File: config.mk
export PLATFORM = sky130hd
export DESIGN_NAME = crpt_ram
export DESIGN_NICKNAME = d
export VERILOG_FILES = /design/src/design/crpt_pkg.sv /design/src/design/crpt_ram.sv
export SDC_FILE = /design/constraint.sdc
export NUM_CORES = 2
export LEC_CHECK = 0
export BUFFER_PORTS_ARGS = -buffer_cell sky130_fd_sc_hd__buf_4
export CORE_MARGIN = 10
export CORE_UTILIZATION = 30
export DETAILED_ROUTE_END_ITERATION = 7
export PLACE_DENSITY_LB_ADDON = 0.2
export SLEW_MARGIN = 15
export SYNTH_ARGS = -nofsm -noshare
export SYNTH_HDL_FRONTEND = slang
export SYNTH_SLANG_ARGS = --single-unit
export TNS_END_PERCENT = 5
File: constraint.sdc
create_clock -name clk -period 20 [get_ports clk]
set_clock_uncertainty 0.15 [all_clocks]
set_input_delay 4 -clock clk [delete_from_list [all_inputs] [get_ports clk]]
set_output_delay 4 -clock clk [all_outputs]
set_load 0.1 [all_outputs]
File: src/design/crpt_pkg.sv
// package of the catmull-rom point and tangent unit: word types, mode codes,
// parameter defaults and pipeline depth; no dependencies
package crpt_pkg;

  localparam int MAX_POINTS_DEF = 64;
  localparam int FRAC_BITS_DEF  = 16;

  // cycles from the accepting edge to the edge that takes the result
  localparam int PIPE_DEPTH = 7;

  localparam logic [1:0] MODE_LOAD = 2'd0;
  localparam logic [1:0] MODE_POS  = 2'd1;
  localparam logic [1:0] MODE_TAN  = 2'd2;

  typedef struct packed {
    logic [1:0]         mode;
    logic [5:0]         point_index;
    logic signed [31:0] point_x;
    logic signed [31:0] point_y;
    logic [5:0]         segment;
    logic [15:0]        fraction;
  } in_word_t;

  typedef struct packed {
    logic signed [31:0] result_x;
    logic signed [31:0] result_y;
  } out_word_t;

endpackage

File: src/design/crpt_ram.sv
// generic simple dual-port ram, one write and one registered read port
// depends on crpt_pkg for defaults
module crpt_ram import crpt_pkg::*; #(
  parameter int WIDTH = 64,
  parameter int DEPTH = MAX_POINTS_DEF
) (
  input  logic                                  clk,
  input  logic                                  we,
  input  logic [((DEPTH > 1) ? $clog2(DEPTH) : 1)-1:0] waddr,
  input  logic [WIDTH-1:0]                      wdata,
  input  logic [((DEPTH > 1) ? $clog2(DEPTH) : 1)-1:0] raddr,
  output logic [WIDTH-1:0]                      rdata
);

  logic [WIDTH-1:0] mem_r [DEPTH];
  logic [WIDTH-1:0] rdata_r;

  always_ff @(posedge clk) begin
    if (we) begin
      mem_r[waddr] <= wdata;
    end
    rdata_r <= mem_r[raddr];
  end

  assign rdata = rdata_r;

endmodule

# Yosys cells after proc, flatten, opt, wreduce, memory -nomap -nowiden

Memory sizes are Yosys's and may differ from the RTL's. A register that Yosys moved wholly into a read port is not among the register bits.
Index checks and enable logic that the tools add are counted.

Multiplexer cells: 2

Operators with widths:

| cell    | number |
|---|---|
| $mux W1 | 2 |

Word-level logic and storage cells: 3
Output and inout port bits: 64
Memories kept: 1
Register bits after elaboration: 0
Bits in writable memories: 4096
Input bits: 78

Memory list:

| memory | words | bits a word | read ports | clocked after memory_dff | wr ports | RTL line       | source |
|---|---|---|---|---|---|---|---|
| mem_r  | 64    | 64          | 1          | 1                        | 1        | crpt_ram.sv:15 | `logic [WIDTH-1:0] mem_r [DEPTH];` |

# Longest topological paths before layout

Depth after elaboration: 2
Mapped depth: 9

# Worst setup path after synthesis

OpenSTA, ideal clock, no wires.

Path type: input to register
Start: input waddr[3] (netlist bit)
End: memory mem_r[48][0] (enable)
Setup slack: 10.414 ns
Data arrival time: 8.872 ns
Stages on the path: 4
Data required time: 19.286 ns
Cells stage by stage: clkbuf_1 -> nor2b_1 -> nand4b_1 -> nor3_1

RTL lines:

| what            | RTL line       | source |
|---|---|---|
| start, declared | crpt_ram.sv:9  | `input logic [((DEPTH > 1) ? $clog2(DEPTH) : 1)-1:0] waddr,` |
| end, declared   | crpt_ram.sv:15 |  |

No word-level cell before the write port.

==> results by group <==
Detailed routing
  • Drt wl/cell: 34.4 um
  • Residual DRC: 0
  • Vias per std cell: between 5 and 6
  • Via count: about 75000
  • Initial DRC count: 7856
  • Antenna viol nets, final: 0
  • Pre-Repair DR Iteration Count: 6
  • Final WL: 494000 um

Worst setup path
  • Crit-path leading delay family: buffers and inverters
  • Critical path type: in2reg
  • WP data arrival: 9.19 ns
  • Startpoint types: input pin
  • Worst EP required: 20.69 ns
  • Slowest cell on crit path: buf_4
  • Worst Path Buf+Inv: 5
  • Worst-path maximum fanout: 76
  • Critical path's most frequent cell: buf_4
  • CP peak stage delay: 0.88 ns
  • Crit. End Element: flip-flop
  • Worst-path cell chain: buf_16 -> buf_4 -> buf_4 -> buf_4 -> buf_4 -> mux4_2 -> mux2i_1 -> o22ai_1 -> a41oi_1 -> a211oi_1

Yosys
  • Post-Synthesis Cells: 6598
  • Synth Area in Compound Gates: 2.48%
  • Syn Nets: 6676
  • Synthesized-area fraction occupied by adder cells: 0%
  • Post-synthesis mux area share: 15.6%
  • Main synth FF type: edfxtp_1
  • Fraction of the mapped netlist area in simple logic gates: approximately 1.2%
  • Post-synth top area share: about four fifths
  • Synth area leaders: edfxtp_1 (79%), mux4_2 (15%), mux2i_1 (0.86%)
  • Yosys cell types: 33
  • Largest family of logic cells by synthesized area: multiplexers
  • Synth Area in XOR/XNOR: 0%
  • Synth area leader: edfxtp_1
  • Sequential area share after synthesis: 79.5%
  • Post-synth EDFFs: between 4000 and 5000
  • Post-Syn Area per Cell: 23.7 um2
  • Seq cells post-synth: 4160
  • Syn. warnings: 0
  • Async SR Flop Fraction: 0%
  • Post-Synthesis Cell Area: 0.156 mm2

Die
  • Core Rows: 265
  • Starting Density: between 30% and 40%
  • Die area: 0.550 mm2
  • IO Pins: 142
  • Core region area: 0.520 mm2
  • Die Wd: between 700 and 800 um
  • Die H: between 700 and 800 um

Cells and area
  • Layout area overhead: 15.9%
  • Nets: 7120
  • Share of post-route cells with drive strength above 1: 28.8%
  • Non-filler instance count after layout: 14375

Placement
  • IO buf count: between 100 and 150
  • Hpwl dp: between 200000 and 300000 um
  • RePlAce Congestion: approximately 0.75
  • Placed Cells: ~14000

STA
  • RSZ-0062 raised after global routing: false
  • Fin Setup TNS: 0 ns
  • Slew Viols, Final: 0
  • Max-Slew Margin vs Limit: 17.4%
  • Final worst path period need: 8.51 ns
  • Final-report hold violation count: 0
  • Slew @ Worst Pin: between 1 and 1.5 ns
  • Period utilization: 42.5%
  • Final setup violation count: 0
  • Max frequency: 118 MHz

Power and ir drop
  • Int Pwr: approximately 15 mW
  • Maximum VDD drop: 0.0817 mV
  • Lkg Pwr: 55.6 nW
  • Clock network fraction of total power: between 40% and 50%
  • Power Density: 104 mW/mm2
  • Sequential share of power: 51.4%
  • Switching Power: ~4.2 mW
  • Comb pwr share: between 5 and 6%
  • Sw Share: roughly 22%

Global route
  • Total gr overflow: 0
  • Initial antenna violation count: 32
  • Largest net degree at the start of global routing: 112
  • First-pass GRT wire length: 677000 um
  • Total global-route track usage: between 10% and 20%
  • Vias in the first global route: 77632

Run status
  • Status: finished, final reports clean

Clocking
  • Cts repair resizes: 0
  • Postcts setup bufs: 0
  • CTS tree: done
  • Clock buffer depth: 4
  • Post-CTS Hold Fix Bufs: 0
  • Worst skew pair latency: between 1 and 1.5 ns
  • CTS Buf Count: 439
  • CTS H-tree depth: 5
  • Clock root cell: clkbuf_16
  • Clock transition at path regs: 0.06 ns
  • Clock Sinks: 4160

Flow run
  • MaxCap Viol Count: 0

Worst hold path
  • Worst hold path class: reg2reg
[synthesized netlist by cell type, types with 19 or more instances]
library cell and number:
inv_1 19, nand2_1 58, a41oi_1 26, clkbuf_1 140, o22ai_1 83, a22oi_1 168, a211oi_1 63, or3_1 29
edfxtp_1 4096, buf_2 170, o221ai_1 38, mux2i_1 135, or2_2 28, mux4_2 1024, a22o_1 88, buf_4 34
nor2b_1 28, nand3_1 45, dfxtp_1 64, and3_1 64, a2bb2oi_1 19, nor2_1 112, buf_1 20
[sequential cells by signal, summed over array words and instances, names as in the netlist]
register	cells
mem_r	4096
rdata	64
[per-stage QoR]
step                      total power [mW]  utilization [%]  setup WS [ns]  area (um2)  hold WS [ns]
after floorplan                       10.4                -          10.41      156000         0.638
after global placement                10.9             32.1          10.28      167000         0.682
after detailed placement              10.9             32.1          10.30      167000         0.692
after CTS                             19.1             34.8          11.37      181000         0.673
after global routing                  19.5             34.8          10.95      181000         0.703
final                                 18.9             34.8          11.49      181000         0.667
[kinds of logic (layout without fill, tap and decap cells)]
| family | after synthesis | after routing |
|---|---|---|
| simple gates | 386 | 386 |
| mux | 1159 | 1159 |
| flops | 4160 | 4160 |
| compound gates | 504 | 504 |
| buf+inv | 389 | 1218 |
| other cells | 0 | 6 |
[path summary, 6_finish.rpt]
kind                       from  slack [ns]  cells after the start        end
setup reg to reg  mem_r[10][62]       17.42                      5  rdata[62]
hold reg to reg   mem_r[53][63]        0.67                      4  rdata[63]
setup / recovery       raddr[0]       11.49                     10  rdata[19]
hold / removal    mem_r[53][63]        0.67                      4  rdata[63]
[cell usage in the layout (no fill, tap or decap), types with 24 or more instances in the layout]
cell / instances
bufinv_16: 46
o221ai_1: 38
o22ai_1: 83
buf_4: 358
or2_2: 28
nand2_1: 54
edfxtp_1: 4096
mux4_2: 1024
nor2_4: 65
a211oi_1: 58
clkinv_1: 105
dfxtp_1: 64
a22o_1: 88
nor2b_1: 24
mux2i_1: 135
nand3_1: 45
and3_1: 64
clkinv_2: 93
a41oi_1: 26
a22oi_1: 168
or3_1: 29
clkbuf_1: 90
clkbuf_16: 441
nor2_1: 47
[power groups by stage]
| stage | logic, mW | clock network, mW | registers, mW |
|---|---|---|---|
| after floorplan | 0.450 | 0 | 10.0 |
| after global placement | 1.00 | 0 | 9.88 |
| after detailed placement | 1.01 | 0 | 9.88 |
| after CTS | 1.01 | 8.36 | 9.70 |
| after global routing | 1.05 | 8.71 | 9.70 |
| final | 0.993 | 8.18 | 9.69 |
[cell type report]
type,count,area [um2]
inverter,19,71.3
timing repair buffer,373,2990
sequential,4160,124000
tap,6942,8690
clock buffer,543,11500
multi-input combinational,2049,30800
clock inverter,283,2830
antenna,6,15.0
fill,47889,339000
[tightest hold or removal path, cell delays in order, from the launching register on]
cell	delay, ns
edfxtp_1	0.31
mux4_2	0.22
a22oi_1	0.05
nand3_1	0.08
and3_1	0.15
[routing by layer]
metal  part of all wire [%]  GRT usage, %  wire length (um)
met5                  0.015             0                74
met4                    2.4          4.00             11700
met3                    5.1          2.35             25200
met2                     49          29.7            244000
met1                     43          24.1            213000
Power figures use the tool's default switching activity.
